===== config.mk =====
export PLATFORM = sky130hd
export DESIGN_NAME = ps2_keyboard_controller_core_flat
export DESIGN_NICKNAME = d
export VERILOG_FILES = /design/src/hdl/ps2kc_pkg.sv /design/src/hdl/ps2kc_if.sv /design/src/hdl/ps2kc_ram.sv /design/src/hdl/ps2_keyboard_controller_core.sv /design/src/flat_wrapper.sv
export SDC_FILE = /design/constraint.sdc
export NUM_CORES = 1
export LEC_CHECK = 0
export BUFFER_PORTS_ARGS = -buffer_cell sky130_fd_sc_hd__buf_2
export CAP_MARGIN = 20
export CORE_ASPECT_RATIO = 1.25
export CORE_MARGIN = 4
export CORE_UTILIZATION = 50
export DETAILED_ROUTE_END_ITERATION = 7
export PLACE_DENSITY = 0.69
export SETUP_SLACK_MARGIN = 0.15
export SYNTH_ARGS = -nofsm -noshare
export SYNTH_HDL_FRONTEND = slang
export SYNTH_SLANG_ARGS = --single-unit

===== constraint.sdc =====
create_clock -name clock -period 2.9 [get_ports clock]
set_input_delay 0.725 -clock clock [delete_from_list [all_inputs] [get_ports clock]]
set_output_delay 0.725 -clock clock [all_outputs]
set_load 0.05 [all_outputs]

===== src/hdl/ps2kc_pkg.sv =====
// ----------------------------------------------------------------------------
// ps2kc_pkg
// Shared types and byte codes of the PS/2 keyboard controller core: bus
// operation codes, controller and keyboard command bytes, response bytes.
// ----------------------------------------------------------------------------
package ps2kc_pkg;

   // Bus operation codes carried by the request channel.
   localparam logic [1:0] OP_BUS_READ  = 2'd0;
   localparam logic [1:0] OP_BUS_WRITE = 2'd1;
   localparam logic [1:0] OP_INJECT    = 2'd2;

   // Port select values.
   localparam logic PORT_DATA   = 1'b0;
   localparam logic PORT_CMD    = 1'b1;

   // Controller commands written to the command port.
   localparam logic [7:0] CC_SELF_TEST    = 8'hAA;
   localparam logic [7:0] CC_KBD_IF_TEST  = 8'hAB;
   localparam logic [7:0] CC_AUX_IF_TEST  = 8'hA9;
   localparam logic [7:0] CC_READ_CMD     = 8'h20;
   localparam logic [7:0] CC_KBD_DISABLE  = 8'hAD;
   localparam logic [7:0] CC_KBD_ENABLE   = 8'hAE;
   localparam logic [7:0] CC_WRITE_CMD    = 8'h60;
   localparam logic [7:0] CC_WRITE_OUTP   = 8'hD1;
   localparam logic [7:0] CC_WRITE_AUX    = 8'hD4;

   // Keyboard commands written to the data port.
   localparam logic [7:0] KB_RESET        = 8'hFF;
   localparam logic [7:0] KB_IDENTIFY     = 8'hF2;
   localparam logic [7:0] KB_SCAN_OFF     = 8'hF5;
   localparam logic [7:0] KB_SCAN_ON      = 8'hF4;
   localparam logic [7:0] KB_SCAN_SET     = 8'hF0;
   localparam logic [7:0] KB_SET_LEDS     = 8'hED;
   localparam logic [7:0] KB_TYPEMATIC    = 8'hF3;

   // Bytes queued in the output buffer.
   localparam logic [7:0] RSP_TEST_OK     = 8'h55;
   localparam logic [7:0] RSP_ZERO        = 8'h00;
   localparam logic [7:0] RSP_CMD_BYTE    = 8'h47;
   localparam logic [7:0] RSP_ACK         = 8'hFA;
   localparam logic [7:0] RSP_BAT_OK      = 8'hAA;
   localparam logic [7:0] RSP_ID_FIRST    = 8'hAB;
   localparam logic [7:0] RSP_ID_SECOND   = 8'h83;

   // Status register bits.
   localparam logic [7:0] STATUS_BASE     = 8'h04;
   localparam logic [7:0] STATUS_OBF      = 8'h01;

   // Controller command waiting for its data byte.
   typedef enum logic [1:0] {
      ARM_NONE     = 2'd0,
      ARM_CMD_BYTE = 2'd1,
      ARM_OUT_PORT = 2'd2,
      ARM_AUX      = 2'd3
   } arm_type;

   // Sequencer states.
   typedef enum logic [1:0] {
      ST_IDLE,
      ST_PUSH,
      ST_READ,
      ST_DONE
   } state_type;

endpackage


===== src/hdl/ps2kc_if.sv =====
// ----------------------------------------------------------------------------
// ps2kc_req_if / ps2kc_rsp_if
// Valid/ready channels of the PS/2 keyboard controller core: bus requests in,
// one response per request out.
// ----------------------------------------------------------------------------
interface ps2kc_req_if;
   logic       valid;
   logic       ready;
   logic [1:0] operation;
   logic       port_select;
   logic [7:0] data_byte;

   modport source (output valid, output operation, output port_select,
                   output data_byte, input ready);
   modport sink   (input valid, input operation, input port_select,
                   input data_byte, output ready);
endinterface

interface ps2kc_rsp_if;
   logic       valid;
   logic       ready;
   logic [7:0] read_data;
   logic       output_full;
   logic [6:0] fifo_level;
   logic       scanning_enabled;

   modport source (output valid, output read_data, output output_full,
                   output fifo_level, output scanning_enabled, input ready);
   modport sink   (input valid, input read_data, input output_full,
                   input fifo_level, input scanning_enabled, output ready);
endinterface


===== src/hdl/ps2kc_ram.sv =====
// ----------------------------------------------------------------------------
// ps2kc_ram
// Generic simple dual-port RAM: one write port, one read port, read data
// registered.
// ----------------------------------------------------------------------------
module ps2kc_ram #(
   parameter int WIDTH = 8,
   parameter int DEPTH = 64
) (
   input  logic                     clock,
   input  logic                     wr_en,
   input  logic [$clog2(DEPTH)-1:0] wr_addr,
   input  logic [WIDTH-1:0]         wr_data,
   input  logic                     rd_en,
   input  logic [$clog2(DEPTH)-1:0] rd_addr,
   output logic [WIDTH-1:0]         rd_data
);

   logic [WIDTH-1:0] mem [DEPTH];

   // Write port and registered read port.
   always_ff @(posedge clock) begin
      if (wr_en) begin
         mem[wr_addr] <= wr_data;
      end
      if (rd_en) begin
         rd_data <= mem[rd_addr];
      end
   end

endmodule


===== src/hdl/ps2_keyboard_controller_core.sv =====
// ----------------------------------------------------------------------------
// ps2_keyboard_controller_core
// Simplified 8042 keyboard controller with a byte output buffer in RAM.
//
// Usage: every transfer on req_chan is a bus read or write of the data port
// or the command/status port, or an injected scancode. Each request yields
// exactly one transfer on rsp_chan with the read byte (zero for writes and
// injections), the buffer level, the output-full flag and the scan-enable
// flag as they stand after the request.
// Sequence: a status read, a write that queues nothing or an empty data read
// goes from ST_IDLE to ST_DONE, which loads the response register; a data
// read that pops a byte passes through ST_READ for the registered RAM read;
// a request that queues N bytes (1 to 3) passes through ST_PUSH once per
// byte, since the buffer RAM takes one write per cycle. A new request is
// taken only once the previous one has its response registered.
// Reset: scanning on, buffer empty, nothing armed; the buffer RAM itself is
// not cleared, and no clearing pass is needed.
// Stall: a response waiting in the output register does not block the next
// request; the sequencer holds in its final state only if the output
// register is still full when the next response is ready.
// ----------------------------------------------------------------------------
module ps2_keyboard_controller_core #(
   parameter int FIFO_DEPTH = 64
) (
   input  logic         clock,
   input  logic         reset,
   ps2kc_req_if.sink    req_chan,
   ps2kc_rsp_if.source  rsp_chan
);

   import ps2kc_pkg::*;

   localparam int PTR_W  = $clog2(FIFO_DEPTH);
   localparam int FILL_W = $clog2(FIFO_DEPTH + 1);

   // Control state.
   state_type          state_ff, state_in;
   logic [PTR_W-1:0]   wr_ptr_ff, wr_ptr_in;
   logic [PTR_W-1:0]   rd_ptr_ff, rd_ptr_in;
   logic [FILL_W-1:0]  fill_ff, fill_in;
   arm_type            armed_ff, armed_in;
   logic               param_ff, param_in;
   logic               scan_ff, scan_in;
   logic [1:0]         left_ff, left_in;
   logic               rsp_valid_ff, rsp_valid_in;

   // Payload state.
   logic [7:0]         push_bytes_ff [3];
   logic [7:0]         push_bytes_in [3];
   logic [7:0]         rdata_ff, rdata_in;
   logic [7:0]         rsp_data_ff, rsp_data_in;
   logic               rsp_full_ff, rsp_full_in;
   logic [6:0]         rsp_level_ff, rsp_level_in;
   logic               rsp_scan_ff, rsp_scan_in;

   // Buffer RAM ports.
   logic               ram_wr_en;
   logic               ram_rd_en;
   logic [7:0]         ram_rd_data;

   logic               rsp_free;
   logic [FILL_W+6:0]  level_ext;

   ps2kc_ram #(
      .WIDTH (8),
      .DEPTH (FIFO_DEPTH)
   ) u_fifo_ram (
      .clock   (clock),
      .wr_en   (ram_wr_en),
      .wr_addr (wr_ptr_ff),
      .wr_data (push_bytes_ff[0]),
      .rd_en   (ram_rd_en),
      .rd_addr (rd_ptr_ff),
      .rd_data (ram_rd_data)
   );

   assign req_chan.ready            = (state_ff == ST_IDLE);
   assign rsp_free                  = !rsp_valid_ff || rsp_chan.ready;
   assign level_ext                 = {7'd0, fill_ff};

   assign rsp_chan.valid            = rsp_valid_ff;
   assign rsp_chan.read_data        = rsp_data_ff;
   assign rsp_chan.output_full      = rsp_full_ff;
   assign rsp_chan.fifo_level       = rsp_level_ff;
   assign rsp_chan.scanning_enabled = rsp_scan_ff;

   // Sequencer: decode a request, push its bytes one per cycle or read the
   // buffer RAM, then load the response register.
   always_comb begin
      state_in         = state_ff;
      wr_ptr_in        = wr_ptr_ff;
      rd_ptr_in        = rd_ptr_ff;
      fill_in          = fill_ff;
      armed_in         = armed_ff;
      param_in         = param_ff;
      scan_in          = scan_ff;
      left_in          = left_ff;
      rsp_valid_in     = rsp_valid_ff;
      push_bytes_in[0] = push_bytes_ff[0];
      push_bytes_in[1] = push_bytes_ff[1];
      push_bytes_in[2] = push_bytes_ff[2];
      rdata_in         = rdata_ff;
      rsp_data_in      = rsp_data_ff;
      rsp_full_in      = rsp_full_ff;
      rsp_level_in     = rsp_level_ff;
      rsp_scan_in      = rsp_scan_ff;
      ram_wr_en        = 1'b0;
      ram_rd_en        = 1'b0;

      // The response register empties on its transfer.
      if (rsp_chan.ready) begin
         rsp_valid_in = 1'b0;
      end

      unique case (state_ff)
         ST_IDLE: begin
            if (req_chan.valid) begin
               rdata_in = RSP_ZERO;
               left_in  = 2'd0;
               state_in = ST_DONE;
               unique case (req_chan.operation)
                  OP_BUS_READ: begin
                     if (req_chan.port_select == PORT_CMD) begin
                        rdata_in = STATUS_BASE |
                                   ((fill_ff != '0) ? STATUS_OBF : RSP_ZERO);
                     end else if (fill_ff != '0) begin
                        // Pop: the byte arrives from the RAM next cycle.
                        ram_rd_en = 1'b1;
                        rd_ptr_in = (rd_ptr_ff == PTR_W'(FIFO_DEPTH - 1)) ?
                                    '0 : rd_ptr_ff + 1'b1;
                        fill_in   = fill_ff - 1'b1;
                        state_in  = ST_READ;
                     end
                  end
                  OP_BUS_WRITE: begin
                     if (req_chan.port_select == PORT_CMD) begin
                        // Controller command.
                        unique case (req_chan.data_byte)
                           CC_SELF_TEST: begin
                              push_bytes_in[0] = RSP_TEST_OK;
                              left_in          = 2'd1;
                           end
                           CC_KBD_IF_TEST, CC_AUX_IF_TEST: begin
                              push_bytes_in[0] = RSP_ZERO;
                              left_in          = 2'd1;
                           end
                           CC_READ_CMD: begin
                              push_bytes_in[0] = RSP_CMD_BYTE;
                              left_in          = 2'd1;
                           end
                           CC_KBD_DISABLE: scan_in  = 1'b0;
                           CC_KBD_ENABLE:  scan_in  = 1'b1;
                           CC_WRITE_CMD:   armed_in = ARM_CMD_BYTE;
                           CC_WRITE_OUTP:  armed_in = ARM_OUT_PORT;
                           CC_WRITE_AUX:   armed_in = ARM_AUX;
                           default: ;
                        endcase
                     end else if (armed_ff != ARM_NONE) begin
                        // Data byte of an armed controller command.
                        if (armed_ff == ARM_AUX) begin
                           push_bytes_in[0] = RSP_ACK;
                           left_in          = 2'd1;
                        end
                        armed_in = ARM_NONE;
                     end else begin
                        // Keyboard command: always acknowledged.
                        push_bytes_in[0] = RSP_ACK;
                        left_in          = 2'd1;
                        unique case (req_chan.data_byte)
                           KB_RESET: begin
                              push_bytes_in[1] = RSP_BAT_OK;
                              left_in          = 2'd2;
                           end
                           KB_IDENTIFY: begin
                              push_bytes_in[1] = RSP_ID_FIRST;
                              push_bytes_in[2] = RSP_ID_SECOND;
                              left_in          = 2'd3;
                           end
                           KB_SCAN_OFF: scan_in = 1'b0;
                           KB_SCAN_ON:  scan_in = 1'b1;
                           KB_SCAN_SET, KB_SET_LEDS, KB_TYPEMATIC: param_in = 1'b1;
                           default: param_in = 1'b0;
                        endcase
                     end
                  end
                  OP_INJECT: begin
                     if (scan_ff) begin
                        push_bytes_in[0] = req_chan.data_byte;
                        left_in          = 2'd1;
                     end
                  end
                  default: ;
               endcase
               if (left_in != 2'd0) begin
                  state_in = ST_PUSH;
               end
            end
         end
         ST_PUSH: begin
            // One byte per cycle; a byte for a full buffer is dropped.
            if (fill_ff != FILL_W'(FIFO_DEPTH)) begin
               ram_wr_en = 1'b1;
               wr_ptr_in = (wr_ptr_ff == PTR_W'(FIFO_DEPTH - 1)) ?
                           '0 : wr_ptr_ff + 1'b1;
               fill_in   = fill_ff + 1'b1;
            end
            push_bytes_in[0] = push_bytes_ff[1];
            push_bytes_in[1] = push_bytes_ff[2];
            left_in          = left_ff - 1'b1;
            if (left_ff == 2'd1) begin
               state_in = ST_DONE;
            end
         end
         ST_READ: begin
            rdata_in = ram_rd_data;
            state_in = ST_DONE;
         end
         ST_DONE: begin
            if (rsp_free) begin
               rsp_valid_in = 1'b1;
               rsp_data_in  = rdata_ff;
               rsp_full_in  = (fill_ff != '0);
               rsp_level_in = level_ext[6:0];
               rsp_scan_in  = scan_ff;
               state_in     = ST_IDLE;
            end
         end
         default: state_in = ST_IDLE;
      endcase
   end

   // State register.
   always_ff @(posedge clock) begin
      if (reset) begin
         state_ff <= ST_IDLE;
      end else begin
         state_ff <= state_in;
      end
   end

   // Control registers.
   always_ff @(posedge clock) begin
      if (reset) begin
         wr_ptr_ff    <= '0;
         rd_ptr_ff    <= '0;
         fill_ff      <= '0;
         armed_ff     <= ARM_NONE;
         param_ff     <= 1'b0;
         scan_ff      <= 1'b1;
         left_ff      <= 2'd0;
         rsp_valid_ff <= 1'b0;
      end else begin
         wr_ptr_ff    <= wr_ptr_in;
         rd_ptr_ff    <= rd_ptr_in;
         fill_ff      <= fill_in;
         armed_ff     <= armed_in;
         param_ff     <= param_in;
         scan_ff      <= scan_in;
         left_ff      <= left_in;
         rsp_valid_ff <= rsp_valid_in;
      end
   end

   // Payload registers.
   always_ff @(posedge clock) begin
      push_bytes_ff[0] <= push_bytes_in[0];
      push_bytes_ff[1] <= push_bytes_in[1];
      push_bytes_ff[2] <= push_bytes_in[2];
      rdata_ff         <= rdata_in;
      rsp_data_ff      <= rsp_data_in;
      rsp_full_ff      <= rsp_full_in;
      rsp_level_ff     <= rsp_level_in;
      rsp_scan_ff      <= rsp_scan_in;
   end

endmodule

===== src/flat_wrapper.sv =====
// flat-port wrapper written by rule: the top's interface ports become plain ports
module ps2_keyboard_controller_core_flat import ps2kc_pkg::*;
#(
   parameter int FIFO_DEPTH = 64
)
  (clock, reset, req_chan_valid, req_chan_operation, req_chan_port_select, req_chan_data_byte, req_chan_ready, rsp_chan_valid, rsp_chan_read_data, rsp_chan_output_full, rsp_chan_fifo_level, rsp_chan_scanning_enabled, rsp_chan_ready);
  ps2kc_req_if req_chan_i ();
  ps2kc_rsp_if rsp_chan_i ();
  input  logic clock;
  input  logic reset;
  input wire logic [$bits(req_chan_i.valid)-1:0] req_chan_valid;
  input wire logic [$bits(req_chan_i.operation)-1:0] req_chan_operation;
  input wire logic [$bits(req_chan_i.port_select)-1:0] req_chan_port_select;
  input wire logic [$bits(req_chan_i.data_byte)-1:0] req_chan_data_byte;
  output wire logic [$bits(req_chan_i.ready)-1:0] req_chan_ready;
  output wire logic [$bits(rsp_chan_i.valid)-1:0] rsp_chan_valid;
  output wire logic [$bits(rsp_chan_i.read_data)-1:0] rsp_chan_read_data;
  output wire logic [$bits(rsp_chan_i.output_full)-1:0] rsp_chan_output_full;
  output wire logic [$bits(rsp_chan_i.fifo_level)-1:0] rsp_chan_fifo_level;
  output wire logic [$bits(rsp_chan_i.scanning_enabled)-1:0] rsp_chan_scanning_enabled;
  input wire logic [$bits(rsp_chan_i.ready)-1:0] rsp_chan_ready;
  assign req_chan_i.valid = req_chan_valid;
  assign req_chan_i.operation = req_chan_operation;
  assign req_chan_i.port_select = req_chan_port_select;
  assign req_chan_i.data_byte = req_chan_data_byte;
  assign req_chan_ready = req_chan_i.ready;
  assign rsp_chan_valid = rsp_chan_i.valid;
  assign rsp_chan_read_data = rsp_chan_i.read_data;
  assign rsp_chan_output_full = rsp_chan_i.output_full;
  assign rsp_chan_fifo_level = rsp_chan_i.fifo_level;
  assign rsp_chan_scanning_enabled = rsp_chan_i.scanning_enabled;
  assign rsp_chan_i.ready = rsp_chan_ready;
  ps2_keyboard_controller_core #(.FIFO_DEPTH(FIFO_DEPTH)) u_core (.clock(clock), .reset(reset), .req_chan(req_chan_i), .rsp_chan(rsp_chan_i));
endmodule

Word-level counts from Yosys, hierarchy flattened. Memories as Yosys holds them, arrays and structs flattened. A register that Yosys moved wholly into a read port is not among the register bits. Cells that the tools add are included.

Logic and storage cells: 141. RAM bits: 536. Memories kept: 2. Input bits: 15. Flip-flop bits (word level): 52.

Bitwise gates (word level): 1. Add/subtract/negate cells: 5. Muxes and demuxes: 65. Reductions and logical operators: 22. Eq/ne operators: 33.

Memories: u_core.u_fifo_ram.mem (depth 64, bits a word 8, read ports 1, clocked after Yosys merged registers in 1, wr ports 1, line ps2kc_ram.sv:19) `logic [WIDTH-1:0] mem [DEPTH];`; u_core.push_bytes_ff (depth 3, bits a word 8, read ports 3, clocked after Yosys merged registers in 0, wr ports 3, line ps2_keyboard_controller_core.sv:48) `logic [7:0] push_bytes_ff [3];`.

Operators by type and width (count): $eq 8x8->1 const B (11); $mux 8 (9); $mux 16 (3); $pmux 8 s2 (3); $mux 7 (5); $pmux 16 s2 (1); $mux 2 (13); $mux 24 (1); $pmux 8 s3 (1); $mux 1 (19); $pmux 7 s2 (1); $add 6x1->6 const B (2); $eq 6x6->1 const B (2); $mux 6 (2); $pmux 2 s2 (3); $reduce_and 6->1 (2); $ne 2x1->1 const B (5); $reduce_and 5->1 (2); $reduce_bool 2->1 (5); $eq 2x2->1 const B (4); $eq 8x6->1 const B (1); $eq 8x7->1 const B (1); $pmux 2 s4 (1); $reduce_and 2->1 (4); other kinds (19) (25).

Longest topological paths before layout. Gate-level depths: netlist of the first run.

Depth in word-level cells: 11. Gate-level depth with buffers: 9. Mapped depth without buffers: 9.

Hierarchy. From an unflattened synthesis of the first run, not the netlist that was laid out.

Cells, all modules: 1295. Area total of the unflattened synthesis: 23587.6 µm².

Modules (own cells, without submodules): ps2kc_ram (seq. area each 15615.0 µm², cells each 972, times used 1, area each 20270.7 µm²); ps2_keyboard_controller_core (seq. area each 1591.5 µm², cells each 323, times used 1, area each 3316.9 µm²).

Worst setup path before layout of the first run. No wires, ideal clock.

Path type: input to register. From: in req_chan_data_byte[0]. To: mem u_core.push_bytes_ff[0][0], enable pin. Stages on the path: 5. Setup time: 329 ps. Buffers on the path: 1. Path slack: 465 ps. Data arrival time: 2107 ps. Cell sequence: buf_2 or4_4 a2111oi_4 o221ai_1 nand2_1.

RTL lines: start: declaration (line flat_wrapper.sv:14) `input wire logic [$bits(req_chan_i.data_byte)-1:0] req_chan_data_byte;`; end: declaration (line ps2_keyboard_controller_core.sv:48).

==> results.yml, run 1 <==
critical_path:
  cp_data_arrival_time_ns: 2.95
  crit_path_max_fanout: 31
  worst_path_max_delay_cell: "mux4_2"
  timing.critical_path.cells: "buf_12 > mux4_2 > a22o_1 > a221oi_1 > o221ai_1"
  critPathRequiredTime_ns: 3.21
  category_of_the_most_critical_setup_path: "flop to flop"
  critical_path.max_stage_delay_ns: 0.56
  timing.critical_path.from_type: "flop"
  crit_path_end_kind: "flop"
synth:
  mappedNetlistNets: 1291
  syn-cell-area_sq_mm: 0.02341
  post_synth.cell_area_avg_sq_um: 18.58
  ys_ff_latch: 582
  synth_unique_cells: 63
  async_reset_ff_frac: 0
  yosys_warnings: 0
  synth_enable_flop_cells: 555
  post_synth_inst_count: 1260
  synth_sequential_area_ratio: 0.7351
  ys.flop_type: "edfxtp_1"
outcome:
  outcome: "complete, no violations"
global_route:
  grt_antenna_before_repair: 0
  global_route_wire_length_before_repair_microns: 78810
  gr-usage-all-layers: 0.2068
  globalRouteOverflowTotal: 0
  grt_start_max_net_pins: 65
  via_count_of_the_first_global_routing_pass: 12520
sta:
  hold_violations: 0
  layout_worst_path_cycle_share: 0.9108
  skew_ns: 0.01920
  fin_ws_ns: 0.2587
  timing.final.setup_violations: 0
  rsz0062_at_grt: "no"
  worst_pin_slew_ns: 1.008
  remaining_max_slew_budget_at_the_tightest_pin: 0.3253
  maxClockFrequency_mhz: 378.6
  timing.final.crit_period_ns: 2.641
  drv_slew: 0
  final.setup.tns_ns: 0
cts:
  cts-htree-levels: 2
  tritoncts: "built"
  postCtsSetupRepairBufs: 0
  cts_root_buffer: "clkbuf_16"
  cts.reportedPaths.clkPinSlew_ns: 0.07
  tritoncts_num_sinks: 582
  clock_insertion_delay_worst_skew_ns: 0.59
  cts_max_path_buffers: 3
  number_of_buffers_added_by_the_clock_tree_synthesis_step: 55
cells_and_area:
  antenna_cells: 0
  final_net_count: 1384
  stdcell_count: 1982
  syn2layout_area_growth_pct: 12.62
  final_layout_size_suffix_gt1_frac: 0.2326
power_and_ir_drop:
  seq_power_share: 0.508
  p_clk_frac: 0.347
  power_switching_mw: 5.111
  powerDensity_mw_per_mm2: 769.6
  power_switching_share: 0.2519
  vdd_drop_max_v: 0.0004809
  p_leak_nw: 8.195
  p_comb_frac: 0.145
  internal_power_mw: 15.18
die:
  core_area_sq_mm: 0.04624
  floorplan.die_area_sq_mm: 0.05036
  i_o_pins: 34
  die-height_microns: 249.9
  initial_utilization: 0.5062
  num_rows: 88
  dieWidth_microns: 201.5
drt:
  routed-via-count: 12160
  detail_route.iter0.violations: 1324
  route.antenna.remaining_nets: 0
  finalWirelength_microns: 52070
  drt-pass1-iter-count: 5
  viasPerCell: 6.136
  route.detailed.drc: 0
  wl_per_cell_microns: 26.27
min_path:
  worst_hold_path_type: "flop to flop"
placement:
  pre_cts_ws_ns: 0.2100
  hpwlAfterDp_microns: 33410
  port-buffer-count: 33
  placed_cells: 1880
  gp_congestion: 0.8932
job:
  maxCapViolCount: 0
[registers in the layout, summed over array words and instances (netlist names), 6 cells and up]
signal	cells
u_core.push_bytes_ff	10
u_core.wr_ptr_ff	6
u_core.rsp_chan.fifo_level	7
u_core.u_fifo_ram.mem	512
u_core.u_fifo_ram.rd_data	8
u_core.fill_ff	7
u_core.rdata_ff	8
u_core.rsp_chan.read_data	8
u_core.rd_ptr_ff	6
[worst paths after layout]
check | from | endpoint | cells past startpoint | slack, ns
max | u_core.rd_ptr_ff[0] | u_core.u_fifo_ram.rd_data[4] | 5 | 0.26
max reg2reg | u_core.rd_ptr_ff[0] | u_core.u_fifo_ram.rd_data[4] | 5 | 0.26
min | u_core.rdata_ff[0] | u_core.rsp_chan.read_data[0] | 0 | 0.44
min reg2reg | u_core.rdata_ff[0] | u_core.rsp_chan.read_data[0] | 0 | 0.44
[cells by family (layout without fill, tap and decap cells)]
group,after synthesis,after routing,share of synthesized area
flops,582,582,0.7351
simple gates,254,254,0.05340
mux,170,170,0.1366
compound gates,139,139,0.04373
buf+inv,90,227,0.01892
fa+ha+maj,16,16,0.008873
xor+xnor,9,9,0.003368
[power by group through the flow]
stage	clock network, mW	logic, mW	registers (mW)
final	7.03	2.94	10.3
after floorplan	0	1.51	10.9
after CTS	7.15	2.97	10.3
after global placement	0	2.85	10.5
after detailed placement	0	2.96	10.5
after global routing	7.51	3.22	10.3
[per-stage QoR]
step / util / power [mW] / hold WS (ns) / cell area, sq um
floorplan: - / 12.38 / 0.4003 / 23410
global placement: 0.5317 / 13.33 / 0.4134 / 24590
detailed placement: 0.5317 / 13.44 / 0.4194 / 24590
CTS: 0.5698 / 20.42 / 0.4235 / 26350
global route: 0.5700 / 21.06 / 0.4505 / 26360
finish: 0.5700 / 20.29 / 0.4351 / 26360
[critical path: cells and delay by family, from the launching register on]
family,cells,cell delay (ns)
compound gates,3,0.99
buf+inv,1,0.29
flops,1,0.48
mux,1,0.56
[placed cells by master (no fill, tap or decap), types with 8 or more instances in the layout]
master | netlist | routed
clkbuf_1 | 29 | 13
nor3_1 | 9 | 9
a211oi_1 | 9 | 9
and2_1 | 12 | 12
nand2_1 | 39 | 39
a22oi_1 | 14 | 14
buf_12 | 0 | 8
a221oi_1 | 8 | 8
buf_4 | 15 | 65
and3_1 | 8 | 8
ha_1 | 15 | 15
edfxtp_1 | 555 | 555
nor2_1 | 105 | 103
nand2b_1 | 9 | 9
a22o_1 | 9 | 9
a21oi_1 | 18 | 18
clkbuf_16 | 0 | 57
o221ai_1 | 10 | 10
nor2b_1 | 21 | 21
buf_2 | 21 | 33
inv_1 | 18 | 18
mux4_2 | 119 | 119
nand3_1 | 14 | 14
o21ai_0 | 21 | 21
dfxtp_1 | 27 | 24
mux2i_1 | 45 | 45
clkinv_1 | 1 | 16
[Yosys cell counts (3+ instances only)]
library cell / n / share of area
mux4_2: 119 / 0.11
clkbuf_1: 29 / 0.0047
o21a_1: 4 / 0.0013
mux2_2: 6 / 0.0029
or3_1: 7 / 0.0019
o31a_1: 3 / 0.0011
a221oi_1: 8 / 0.0030
xor2_1: 6 / 0.0022
nand4_1: 3 / 0.00080
buf_1: 3 / 0.00048
inv_1: 18 / 0.0029
o31ai_1: 6 / 0.0019
ha_1: 15 / 0.0080
nand2b_1: 9 / 0.0024
buf_4: 15 / 0.0048
nor3_1: 9 / 0.0019
a31oi_1: 5 / 0.0013
mux2i_1: 45 / 0.019
a22oi_1: 14 / 0.0045
nand3b_1: 3 / 0.00096
a22o_1: 9 / 0.0034
and3_1: 8 / 0.0021
o22ai_1: 5 / 0.0013
nand3_1: 14 / 0.0030
o21ai_0: 21 / 0.0045
o221ai_1: 10 / 0.0037
a211oi_1: 9 / 0.0029
edfxtp_1: 555 / 0.71
a21oi_1: 18 / 0.0038
buf_2: 21 / 0.0045
dfxtp_1: 27 / 0.023
nor4_1: 3 / 0.00080
o311ai_0: 5 / 0.0019
and2_1: 12 / 0.0032
and4_1: 3 / 0.0011
nor2_1: 105 / 0.017
nor2b_1: 21 / 0.0056
or2_2: 5 / 0.0013
o211ai_1: 4 / 0.0013
a2111oi_0: 6 / 0.0022
o2111ai_1: 3 / 0.0011
nand2_1: 39 / 0.0063
xnor2_1: 3 / 0.0011
buf_6: 3 / 0.0014
[final cells by class]
class	count	area [sq um]
clock buffer	71	1489
multi-input combinational	588	5763
sequential	582	17220
inverter	19	75.07
clock inverter	30	269.0
fill	3455	19880
tap	585	732.0
timing repair buffer	107	818.3
[metal layers]
metal / part of all wire / track usage / wire [microns] / up-vias
met4: 0.049 / 0.09144 / 2557 / 0
li1: - / - / - / 5300
met5: 0 / 0 / 0 / -
met1: 0.38 / 0.2689 / 19750 / 6249
met2: 0.50 / 0.3473 / 26220 / 488
met3: 0.068 / 0.03392 / 3545 / 124
[repair_timing]
item                       CTS  global route
hold buffers                 0             0
setup endpoints to repair    0            15
gates resized for setup      0             3
(Power assumes the default switching activity.)
==> inputs of run 2 (changes only) <==
==> constraint.sdc (replaced) <==
create_clock -name clock -period 2.9 [get_ports clock]
set_input_delay 0.58 -clock clock [delete_from_list [all_inputs] [get_ports clock]]
set_output_delay 0.58 -clock clock [all_outputs]
set_load 0.05 [all_outputs]
==> run 2 against run 1 <==
  * Critical path type unchanged
  * Die area unchanged
  * Clock skew down 0.0050 ns
  * Via count about the same
  * Sequential power about the same
  * First-iteration DRC count down 10%
  * Setup slack better by 0.034 ns
  * Largest cell class unchanged
  * Utilization about the same
  * Register-to-register slack better by 0.03 ns
==> results.yml, run 2 (synthesis gave the netlist of run 1 again) <==
global_route:
  globalRouteOverflowTotal: 0
  via_count_of_the_first_global_routing_pass: 12270
  grt_start_max_net_pins: 65
  grt_antenna_before_repair: 0
  gr-usage-all-layers: 0.2097
  global_route_wire_length_before_repair_microns: 79600
cells_and_area:
  syn2layout_area_growth_pct: 12.59
  antenna_cells: 0
  final_layout_size_suffix_gt1_frac: 0.2312
  stdcell_count: 1982
  layout_commonest_cell: "edfxtp_1"
  registers.top_by_ff_count: "u_core.u_fifo_ram.mem"
  mostFrequentLayoutCells: "edfxtp_1, mux4_2, nor2_1"
  largestRegisters: "u_core.u_fifo_ram.mem (512), u_core.push_bytes_ff (10)"
  final_net_count: 1384
  largest_register_ff_count: 512
power_and_ir_drop:
  p_clk_frac: 0.339
  seq_power_share: 0.513
  vdd_drop_max_v: 0.0004175
  p_leak_nw: 8.173
  power_switching_mw: 5.086
  powerDensity_mw_per_mm2: 763.5
  power_switching_share: 0.2528
  p_comb_frac: 0.148
  internal_power_mw: 15.04
drt:
  total_routed_wire_length_on_the_met1_layer_microns: 20000
  finalWirelength_microns: 52680
  route.detailed.drc: 0
  route.antenna.remaining_nets: 0
  wl_met3_microns: 3274
  routed-via-count: 12170
  wl_per_cell_microns: 26.58
  detail_route.iter0.violations: 1189
  wl_met2_microns: 27280
  highest_layer: "met4"
  drt-pass1-iter-count: 7
  viasPerCell: 6.142
cts:
  clock_insertion_delay_worst_skew_ns: 0.58
  cts_root_buffer: "clkbuf_16"
  cts-htree-levels: 2
  cts_max_path_buffers: 3
  tritoncts_num_sinks: 582
  cts.reportedPaths.clkPinSlew_ns: 0.06
  hold_buffers: 0
  number_of_buffers_added_by_the_clock_tree_synthesis_step: 54
  tritoncts: "built"
critical_path:
  timing.critical_path.from_type: "flop"
  timing.critical_path.cells: "inv_1 > ha_1 > buf_4 > clkinvlp_4 > fa_1 > a21o_1 > a22o_1 > o2111ai_1 > mux2_2"
  crit_path_max_fanout: 12
  category_of_the_most_critical_setup_path: "flop to flop"
  worst_path_max_delay_cell: "fa_1"
  cp_data_arrival_time_ns: 3.07
  critPathRequiredTime_ns: 3.37
  crit_path_end_kind: "flop"
  critical_path.max_stage_delay_ns: 0.45
sta:
  drv_slew: 0
  timing.final.setup_violations: 0
  maxClockFrequency_mhz: 383.6
  rsz0062_at_grt: "no"
  hold_violations: 0
  worst_pin_slew_ns: 0.9347
  remaining_max_slew_budget_at_the_tightest_pin: 0.3746
  hold_slack_ns: 0.3117
  timing.final.crit_period_ns: 2.607
  layout_worst_path_cycle_share: 0.8990
  fin_ws_ns: 0.2929
  skew_ns: 0.01417
  final.setup.tns_ns: 0
min_path:
  worst_hold_path_type: "input port to flop"
die:
  core_area_sq_mm: 0.04624
  i_o_pins: 34
  die-height_microns: 249.9
  dieWidth_microns: 201.5
  floorplan.die_area_sq_mm: 0.05036
  initial_utilization: 0.5062
  num_rows: 88
placement:
  placed_cells: 1879
  port-buffer-count: 33
  hpwlAfterDp_microns: 33970
  gp_congestion: 0.9042
  pre_cts_ws_ns: 0.1960
job:
  maxCapViolCount: 0
outcome:
  outcome: "complete, no violations"
## run 2: path summary, 6_finish.rpt
path | from | endpoint | slack, ns | cells past startpoint
max reg2reg | u_core.state_ff[1] | u_core.fill_ff[6] | 0.29 | 9
min reg2reg | u_core.rdata_ff[0] | u_core.rsp_chan.read_data[0] | 0.44 | 0
max | u_core.state_ff[1] | u_core.fill_ff[6] | 0.29 | 9
min | rsp_chan_ready | u_core.rsp_chan.valid | 0.31 | 4
## run 2: power by group through the flow
stage	combinational, mW	clock [mW]	sequential [mW]
after global routing	3.27	7.29	10.3
after global placement	2.89	0	10.5
final	2.99	6.82	10.3
after detailed placement	2.98	0	10.5
after CTS	2.98	6.91	10.3
after floorplan	1.51	0	10.9
## run 2: final cells by class
cell class	count	area, sq um
Sequential cell	582	17220
Clock buffer	81	1556
Fill cell	3403	19890
Timing Repair Buffer	108	879.6
Tap cell	585	732.0
Multi-Input combinational cell	588	5758
Inverter	19	75.07
Clock inverter	19	138.9
## run 2: repair_timing
item                                    CTS  global route
gates resized for setup                   0             1
setup buffers                             0             2
endpoints found under the setup margin    0             1
endpoints found under the hold margin     0             0
## run 2: critical path, delay by kind of cell (launching register included)
family | cells | cell delay, ns
buffers and inverters | 3 | 0.50
adder cells (fa/ha/maj) | 2 | 0.64
multiplexers | 1 | 0.35
flip-flops | 1 | 0.34
AO/OA/AOI/OAI | 3 | 0.65
## run 2: stage by stage
stage	utilization	area, sq um	power, mW
3_3_place_gp	0.5325	24620	13.37
2_1_floorplan	-	23410	12.38
6_report	0.5699	26360	20.12
5_1_grt	0.5699	26360	20.91
3_5_place_dp	0.5327	24640	13.48
4_1_cts	0.5694	26330	20.21
## run 2: per-layer routing
layer / vias up / track usage
met4: 0 / 0.07855
met5: - / 0
li1: 5288 / -
met3: 111 / 0.03262
met1: 6283 / 0.2740
met2: 491 / 0.3592
